**src/hdl/ogsc_pkg.sv**
```systemverilog
`default_nettype none

package ogsc_pkg;

    // Field and register widths fixed by the interface.
    localparam int THRESH_W    = 16;
    localparam int DUTY_W      = 8;
    localparam int S_TDATA_W   = 8;
    localparam int M_TDATA_W   = 16;
    localparam int APB_ADDR_W  = 4;
    localparam int APB_DATA_W  = 32;
    localparam int TIMER_BITS_DEF = 16;

    // Controller states.
    typedef enum logic [2:0] {
        MODE_FWD     = 3'd0,
        MODE_BLOCKED = 3'd1,
        MODE_LEFT    = 3'd2,
        MODE_RIGHT   = 3'd3,
        MODE_CONFIRM = 3'd4
    } mode_t;

    // Motor commands.
    typedef enum logic [1:0] {
        CMD_STOP  = 2'd0,
        CMD_FWD   = 2'd1,
        CMD_LEFT  = 2'd2,
        CMD_RIGHT = 2'd3
    } cmd_t;

    // Register indexes (byte address divided by four).
    localparam logic [1:0] REG_PAUSE_TICKS   = 2'd0;
    localparam logic [1:0] REG_CONFIRM_TICKS = 2'd1;
    localparam logic [1:0] REG_FORWARD_DUTY  = 2'd2;
    localparam logic [1:0] REG_SIDE_DUTY     = 2'd3;

    // Reset values of the registers.
    localparam logic [THRESH_W-1:0] PAUSE_TICKS_RST   = 16'd500;
    localparam logic [THRESH_W-1:0] CONFIRM_TICKS_RST = 16'd300;
    localparam logic [DUTY_W-1:0]   FORWARD_DUTY_RST  = 8'd200;
    localparam logic [DUTY_W-1:0]   SIDE_DUTY_RST     = 8'd150;

    // Sensor flags of one request, ahead_blocked in the lowest bit.
    typedef struct packed {
        logic right_hit;
        logic left_hit;
        logic front_clear;
        logic ahead_blocked;
    } sensor_t;

    // Configuration seen by the step logic.
    typedef struct packed {
        logic [THRESH_W-1:0] pause_ticks;
        logic [THRESH_W-1:0] confirm_ticks;
        logic [DUTY_W-1:0]   forward_duty;
        logic [DUTY_W-1:0]   side_duty;
    } cfg_t;

    // Controller state apart from the dwell counter.
    typedef struct packed {
        mode_t mode;
        logic  prefer_left;
    } ctrl_t;

    // One result, mode_now in the lowest bits.
    typedef struct packed {
        logic [DUTY_W-1:0] duty;
        cmd_t              motor_cmd;
        mode_t             mode_now;
    } result_t;

endpackage

`default_nettype wire

```
**src/hdl/obstacle_gap_search_controller_unit.sv**
```systemverilog
// Obstacle gap-search controller. Each request on the s_ channel is one
// millisecond tick with four sensor flags; each produces exactly one result
// on the m_ channel holding the new controller state, the motor command and
// its PWM duty. The state update is a single pass of flat logic, so a
// request is taken every clock cycle; the only limit on rate is the result
// side, where an output register and a one-entry skid register hold up to
// two results, and s_tready falls only when both are full. Thresholds and
// duties are set through the APB port; the user must do so only while the
// block is idle, which is not enforced. The dwell counter, TIMER_BITS wide,
// holds at its maximum: a threshold at or above it makes the wait endless.

`default_nettype none

module obstacle_gap_search_controller_unit #(
    parameter int TIMER_BITS = ogsc_pkg::TIMER_BITS_DEF
) (
    input  wire                                aclk,
    input  wire                                aresetn,
    // Request channel.
    input  wire                                s_tvalid,
    output logic                               s_tready,
    // [0] ahead_blocked, [1] front_clear, [2] left_hit, [3] right_hit
    input  wire [ogsc_pkg::S_TDATA_W-1:0]      s_tdata,
    // Result channel.
    output logic                               m_tvalid,
    input  wire                                m_tready,
    // [2:0] mode_now, [4:3] motor_cmd, [12:5] duty
    output logic [ogsc_pkg::M_TDATA_W-1:0]     m_tdata,
    // Configuration port.
    input  wire                                psel,
    input  wire                                penable,
    input  wire                                pwrite,
    input  wire [ogsc_pkg::APB_ADDR_W-1:0]     paddr,
    input  wire [ogsc_pkg::APB_DATA_W-1:0]     pwdata,
    output logic [ogsc_pkg::APB_DATA_W-1:0]    prdata,
    output logic                               pready
);

    ogsc_pkg::cfg_t    cfg_reg;
    ogsc_pkg::ctrl_t   ctrl_reg;
    ogsc_pkg::ctrl_t   ctrl_next;
    logic [TIMER_BITS-1:0] dwell_reg;
    logic [TIMER_BITS-1:0] dwell_next;
    ogsc_pkg::result_t step_result;
    logic [1:0]        reg_idx;
    logic              cfg_write;

    logic                            accept;
    logic                            take;
    logic                            out_valid_reg, out_valid_next;
    logic                            skid_valid_reg, skid_valid_next;
    logic [ogsc_pkg::M_TDATA_W-1:0]  out_data_reg, out_data_next;
    logic [ogsc_pkg::M_TDATA_W-1:0]  skid_data_reg, skid_data_next;
    logic [ogsc_pkg::M_TDATA_W-1:0]  new_data;

    // Configuration registers.
    assign pready    = 1'b1;
    assign reg_idx   = paddr[3:2];
    assign cfg_write = psel && penable && pwrite && pready;

    always_ff @(posedge aclk) begin
        if (!aresetn) begin
            cfg_reg.pause_ticks   <= ogsc_pkg::PAUSE_TICKS_RST;
            cfg_reg.confirm_ticks <= ogsc_pkg::CONFIRM_TICKS_RST;
            cfg_reg.forward_duty  <= ogsc_pkg::FORWARD_DUTY_RST;
            cfg_reg.side_duty     <= ogsc_pkg::SIDE_DUTY_RST;
        end else if (cfg_write) begin
            unique case (reg_idx)
                ogsc_pkg::REG_PAUSE_TICKS:
                    cfg_reg.pause_ticks   <= pwdata[ogsc_pkg::THRESH_W-1:0];
                ogsc_pkg::REG_CONFIRM_TICKS:
                    cfg_reg.confirm_ticks <= pwdata[ogsc_pkg::THRESH_W-1:0];
                ogsc_pkg::REG_FORWARD_DUTY:
                    cfg_reg.forward_duty  <= pwdata[ogsc_pkg::DUTY_W-1:0];
                ogsc_pkg::REG_SIDE_DUTY:
                    cfg_reg.side_duty     <= pwdata[ogsc_pkg::DUTY_W-1:0];
                default: ;
            endcase
        end
    end

    // Register read-back.
    always_comb begin
        unique case (reg_idx)
            ogsc_pkg::REG_PAUSE_TICKS:
                prdata = ogsc_pkg::APB_DATA_W'(cfg_reg.pause_ticks);
            ogsc_pkg::REG_CONFIRM_TICKS:
                prdata = ogsc_pkg::APB_DATA_W'(cfg_reg.confirm_ticks);
            ogsc_pkg::REG_FORWARD_DUTY:
                prdata = ogsc_pkg::APB_DATA_W'(cfg_reg.forward_duty);
            ogsc_pkg::REG_SIDE_DUTY:
                prdata = ogsc_pkg::APB_DATA_W'(cfg_reg.side_duty);
            default:
                prdata = '0;
        endcase
    end

    // One controller step per accepted request.
    ogsc_step #(
        .TIMER_BITS (TIMER_BITS)
    ) u_step (
        .ctrl_cur   (ctrl_reg),
        .dwell_cur  (dwell_reg),
        .sensor     (ogsc_pkg::sensor_t'(s_tdata[3:0])),
        .cfg        (cfg_reg),
        .ctrl_next  (ctrl_next),
        .dwell_next (dwell_next),
        .result     (step_result)
    );

    assign s_tready = !skid_valid_reg;
    assign accept   = s_tvalid && s_tready;
    assign take     = out_valid_reg && m_tready;
    assign new_data = ogsc_pkg::M_TDATA_W'(step_result);

    always_ff @(posedge aclk) begin
        if (!aresetn) begin
            ctrl_reg.mode        <= ogsc_pkg::MODE_FWD;
            ctrl_reg.prefer_left <= 1'b1;
            dwell_reg            <= '0;
        end else if (accept) begin
            ctrl_reg  <= ctrl_next;
            dwell_reg <= dwell_next;
        end
    end

    // Output register with a one-entry skid register behind it.
    always_comb begin
        out_valid_next  = out_valid_reg;
        out_data_next   = out_data_reg;
        skid_valid_next = skid_valid_reg;
        skid_data_next  = skid_data_reg;
        if (take) begin
            if (skid_valid_reg) begin
                out_data_next   = skid_data_reg;
                skid_valid_next = 1'b0;
            end else if (accept) begin
                out_data_next = new_data;
            end else begin
                out_valid_next = 1'b0;
            end
        end else if (accept) begin
            if (out_valid_reg) begin
                skid_valid_next = 1'b1;
                skid_data_next  = new_data;
            end else begin
                out_valid_next = 1'b1;
                out_data_next  = new_data;
            end
        end
    end

    always_ff @(posedge aclk) begin
        if (!aresetn) begin
            out_valid_reg  <= 1'b0;
            skid_valid_reg <= 1'b0;
        end else begin
            out_valid_reg  <= out_valid_next;
            skid_valid_reg <= skid_valid_next;
        end
    end

    always_ff @(posedge aclk) begin
        out_data_reg  <= out_data_next;
        skid_data_reg <= skid_data_next;
    end

    assign m_tvalid = out_valid_reg;
    assign m_tdata  = out_data_reg;

endmodule

`default_nettype wire

```
**src/hdl/ogsc_step.sv**
```systemverilog
`default_nettype none

module ogsc_step #(
    parameter int TIMER_BITS = ogsc_pkg::TIMER_BITS_DEF
) (
    input  wire ogsc_pkg::ctrl_t   ctrl_cur,
    input  wire [TIMER_BITS-1:0]   dwell_cur,
    input  wire ogsc_pkg::sensor_t sensor,
    input  wire ogsc_pkg::cfg_t    cfg,
    output ogsc_pkg::ctrl_t        ctrl_next,
    output logic [TIMER_BITS-1:0]  dwell_next,
    output ogsc_pkg::result_t      result
);

    localparam int CMP_W = (TIMER_BITS > ogsc_pkg::THRESH_W) ? TIMER_BITS
                                                              : ogsc_pkg::THRESH_W;

    logic [TIMER_BITS-1:0] elapsed;
    logic                  pause_done;
    logic                  confirm_done;
    ogsc_pkg::mode_t       side_mode;

    // Elapsed ticks including this one, held at the counter's maximum.
    assign elapsed = (&dwell_cur) ? dwell_cur : dwell_cur + TIMER_BITS'(1);

    assign pause_done   = CMP_W'(elapsed) > CMP_W'(cfg.pause_ticks);
    assign confirm_done = CMP_W'(elapsed) > CMP_W'(cfg.confirm_ticks);
    assign side_mode    = ctrl_cur.prefer_left ? ogsc_pkg::MODE_LEFT
                                               : ogsc_pkg::MODE_RIGHT;

    // Next state and side preference.
    always_comb begin
        ctrl_next = ctrl_cur;
        unique case (ctrl_cur.mode)
            ogsc_pkg::MODE_BLOCKED: begin
                if (pause_done) begin
                    ctrl_next.mode = side_mode;
                end
            end
            ogsc_pkg::MODE_LEFT: begin
                if (sensor.left_hit) begin
                    ctrl_next.prefer_left = 1'b0;
                    ctrl_next.mode        = ogsc_pkg::MODE_RIGHT;
                end else if (sensor.front_clear) begin
                    ctrl_next.mode = ogsc_pkg::MODE_CONFIRM;
                end
            end
            ogsc_pkg::MODE_RIGHT: begin
                if (sensor.right_hit) begin
                    ctrl_next.prefer_left = 1'b1;
                    ctrl_next.mode        = ogsc_pkg::MODE_LEFT;
                end else if (sensor.front_clear) begin
                    ctrl_next.mode = ogsc_pkg::MODE_CONFIRM;
                end
            end
            ogsc_pkg::MODE_CONFIRM: begin
                if (sensor.ahead_blocked) begin
                    ctrl_next.mode = side_mode;
                end else if (sensor.front_clear && confirm_done) begin
                    ctrl_next.mode = ogsc_pkg::MODE_FWD;
                end
            end
            default: begin
                // Forward, and any code outside the state list.
                ctrl_next.mode = sensor.ahead_blocked ? ogsc_pkg::MODE_BLOCKED
                                                      : ogsc_pkg::MODE_FWD;
            end
        endcase
    end

    // Every state change, a side flip included, restarts the dwell count.
    assign dwell_next = (ctrl_next.mode != ctrl_cur.mode) ? '0 : elapsed;

    // Motor command for the new state.
    always_comb begin
        result.mode_now = ctrl_next.mode;
        case (ctrl_next.mode)
            ogsc_pkg::MODE_FWD: begin
                result.motor_cmd = ogsc_pkg::CMD_FWD;
                result.duty      = cfg.forward_duty;
            end
            ogsc_pkg::MODE_LEFT: begin
                result.motor_cmd = ogsc_pkg::CMD_LEFT;
                result.duty      = cfg.side_duty;
            end
            ogsc_pkg::MODE_RIGHT: begin
                result.motor_cmd = ogsc_pkg::CMD_RIGHT;
                result.duty      = cfg.side_duty;
            end
            ogsc_pkg::MODE_CONFIRM: begin
                result.motor_cmd = ctrl_next.prefer_left ? ogsc_pkg::CMD_LEFT
                                                         : ogsc_pkg::CMD_RIGHT;
                result.duty      = cfg.side_duty;
            end
            default: begin
                result.motor_cmd = ogsc_pkg::CMD_STOP;
                result.duty      = '0;
            end
        endcase
    end

endmodule

`default_nettype wire

```
**config.mk**
```make
export PLATFORM = sky130hd
export DESIGN_NAME = obstacle_gap_search_controller_unit
export DESIGN_NICKNAME = d
export VERILOG_FILES = /design/src/hdl/ogsc_pkg.sv /design/src/hdl/obstacle_gap_search_controller_unit.sv /design/src/hdl/ogsc_step.sv
export SDC_FILE = /design/constraint.sdc
export NUM_CORES = 1
export LEC_CHECK = 0
export BUFFER_PORTS_ARGS = -buffer_cell sky130_fd_sc_hd__buf_2
export CAP_MARGIN = 20
export CORE_ASPECT_RATIO = 0.6
export CORE_MARGIN = 2
export CORE_UTILIZATION = 49
export CTS_CLUSTER_DIAMETER = 60
export DETAILED_ROUTE_END_ITERATION = 8
export PLACE_DENSITY = 0.71
export SYNTH_ARGS = -nofsm -noshare
export SYNTH_HDL_FRONTEND = slang
export SYNTH_SLANG_ARGS = --single-unit
```
**constraint.sdc**
```tcl
create_clock -name aclk -period 6.8 [get_ports aclk]
set_input_delay 0.68 -clock aclk [delete_from_list [all_inputs] [get_ports aclk]]
set_output_delay 0.68 -clock aclk [all_outputs]
set_load 0.005 [all_outputs]
```
==> flow_summary.toml <==
[finish]
area_delta_synth_final_pct = 11.9
drive_gt1_share_pct = 16.2
largest_reg_flops = 48
num-nets-final = 756
diodes = 0
final_util_pct = 56.2

[synth]
synth_top_family_by_area = "compound AO/OA/AOI/OAI gates"
synth_edf_count = 26
synthSimpleGateAreaFrac_pct = 18.8
synth_fa_ha_area_share_pct = 7.28
yosysSeqAreaShare_pct = 38.5
synthDistinctLibCells = 65
synth_compound_area_share_pct = 19.3
ys_seq_elements = 96
synth_warnings = 0
synth_area_um2 = 5670
synth_flop_cell = "dfxtp_1"
synth.largest_area_cell = "dfxtp_1"
synthCells = 627
synthMuxAreaShare_pct = 7.98
async_flop_share_pct = 0
synth_top_cell_area_share_pct = 24.7
synth.avg_cell_area_um2 = 9.05
synth_xor_xnor_area_share_pct = 0.772
synth_area_leaders = "dfxtp_1 25%, edfxtp_1 14%, nand2_1 8.1%, ha_1 7.3%, mux2i_1 4.4%"

[run_status]
outcome = "finished, final reports clean"

[timing]
rsz0062_at_grt = "no"
min_period_ps = 5030
worst_pin_slew_ps = 975
fin_crit_sh_pct = 74.0
fmax_mhz = 199
skew_ps = 13.0
fin_setup_tns_ps = 0
relSlewSlack_pct = 34.7
hold_violations = 0
setup_violations = 0
drv_slew = 0

[clock_network]
h-tree-depth = 3
cts_sinks = 96
cts_resized = 0
cts.path.max_buffers = 2
clk_latency_ps = 350
root_buffer = "clkbuf_16"
cts_buffers = 9
cts_setup_buffers = 0
cts_hold_buf = 0
path_clk_slew_ps = 70
cts_tree = "yes"

[power_and_ir_drop]
power_w = 0.00131
p_per_area_nw_per_um2 = 207
peakVddDrop_v = 0.000128
cellLeakagePower_nw = 2.67

[routing]
drt_iter0_drc = 335
wl_per_cell_um = 17.0
viasPerCell = 5.74
dr_total_vias = 4801
drt_wl_total_um = 14200
firstDrtPassIters = 5
ant_nets = 0
drc = 0

[floorplanning]
fp.dieH_um = 87.3
coreArea_um2 = 11300
io_pins = 102
die_area_um2 = 12500
initial_core_util_pct = 50.2
fp-row-count = 30
die_x_um = 143

[grt]
grt_max_degree = 57
grt_use_met2_pct = 32.8
use_met1_pct = 34.8
use_met3_pct = 6.54
grt_pass1_wl_um = 22700
antenna_found_initial = 0
grt_pass1_vias = 4432
grt_busiest_layer = "met1"
gr-total-overflow = 0
track_usage_pct = 23.2

[hold_path]
min_path_type = "register to register"

[setup_path]
worst_ep_required_time_ps = 6900
crit_path_end_kind = "register"
cp_max_fo = 26
cp.arrival_ps = 5130
cp-start-kind = "register"
path_class = "register to register"

[placed_design]
port_buffers = 59
hpwl_um = 10600
gp_congestion = 0.923

[job]
cap_viol_max_count = 0
-- layout make-up --
type | count | area [µm²]
Multi-Input combinational cell | 463 | 3160
Clock buffer | 10 | 229
Sequential cell | 96 | 2180
Clock inverter | 6 | 98.8
Fill cell | 1012 | 4950
Timing Repair Buffer | 63 | 333
Tap cell | 160 | 200
Inverter | 39 | 146
-- metrics by stage --
stage                     hold WS, ps  setup slack (ps)  std cells  instance area, µm²
after floorplan                   453              2980        645                5740
after global placement            468              2070        819                6000
after detailed placement          479              1940        819                6000
after CTS                         486              1920        835                6320
after global routing              515              1520        837                6350
final                             484              1770        837                6350
-- layer usage --
metal  routed length [µm]  up-vias
li1                     -     2304
met1                 6900     2305
met2                 5950      178
met3                 1240       14
met4                  105        0
met5                    0        -
-- critical path: stages, from the launching register on --
cell,delay [ps]
dfxtp_1,350
and4_1,240
and3_1,250
and3_1,230
nand2b_1,290
nand3_1,150
o21ai_0,250
nand2_1,150
ha_1,340
nand4_1,200
o41ai_1,790
a31oi_1,170
o32a_2,430
inv_2,70
a21o_2,390
nor3_4,150
a221o_1,320
-- cell usage after synthesis (3+ instances only) --
cell type,n
a22o_1,8
edfxtp_1,26
nand4_1,11
nor2b_1,13
mux4_2,8
nor2_1,22
nor3_1,5
ha_1,33
and3_1,12
a31oi_1,3
nand2b_1,6
and2_1,4
a221o_1,8
clkbuf_1,18
xnor2_1,5
buf_2,4
a21o_1,7
a2111o_1,3
inv_1,36
nand3_1,11
a21oi_1,25
inv_2,3
or3_1,3
mux2i_1,25
buf_4,22
a21boi_0,23
o21ai_0,14
a221oi_1,6
buf_1,3
or2_2,3
dfxtp_1,70
o211ai_1,15
o21a_1,3
o21ai_1,10
nand2_1,122
-- logic make-up after synthesis --
logic type,count (synthesis)
AOI/OAI and AO/OA,144
xor gates and xnor gates,5
adders and majority gates,33
buffers and inverters,86
DFF,96
muxes,35
other,2
and+or+nand+nor,226
-- layout by cell type, fill, tap and decap left out, types with 14 or more instances in the layout --
cell,Yosys,final
ha_1,33,33
a21oi_1,25,25
nand2_1,122,122
a21boi_0,23,23
o211ai_1,15,15
inv_1,36,36
o21ai_0,14,14
buf_2,4,59
nor2_1,22,22
mux2i_1,25,25
edfxtp_1,26,26
conb_1,2,20
dfxtp_1,70,70
-- final timing paths --
kind,start,to,slack (ps),depth (start not counted)
max,dwell_reg[4],m_tdata[8],1770,16
min,cfg_reg[20],cfg_reg[20],480,2
max reg2reg,dwell_reg[4],m_tdata[8],1770,16
min reg2reg,cfg_reg[20],cfg_reg[20],480,2
-- power by group --
group / switching (W) / internal, W / total [W]
Combinational: 0.0000806 / 0.0000513 / 0.000132
Sequential: 0.00000988 / 0.000604 / 0.000614
Clock: 0.000237 / 0.000329 / 0.000567
Total: 0.000328 / 0.000985 / 0.00131
No activity file was read; power rests on OpenSTA's default activity.
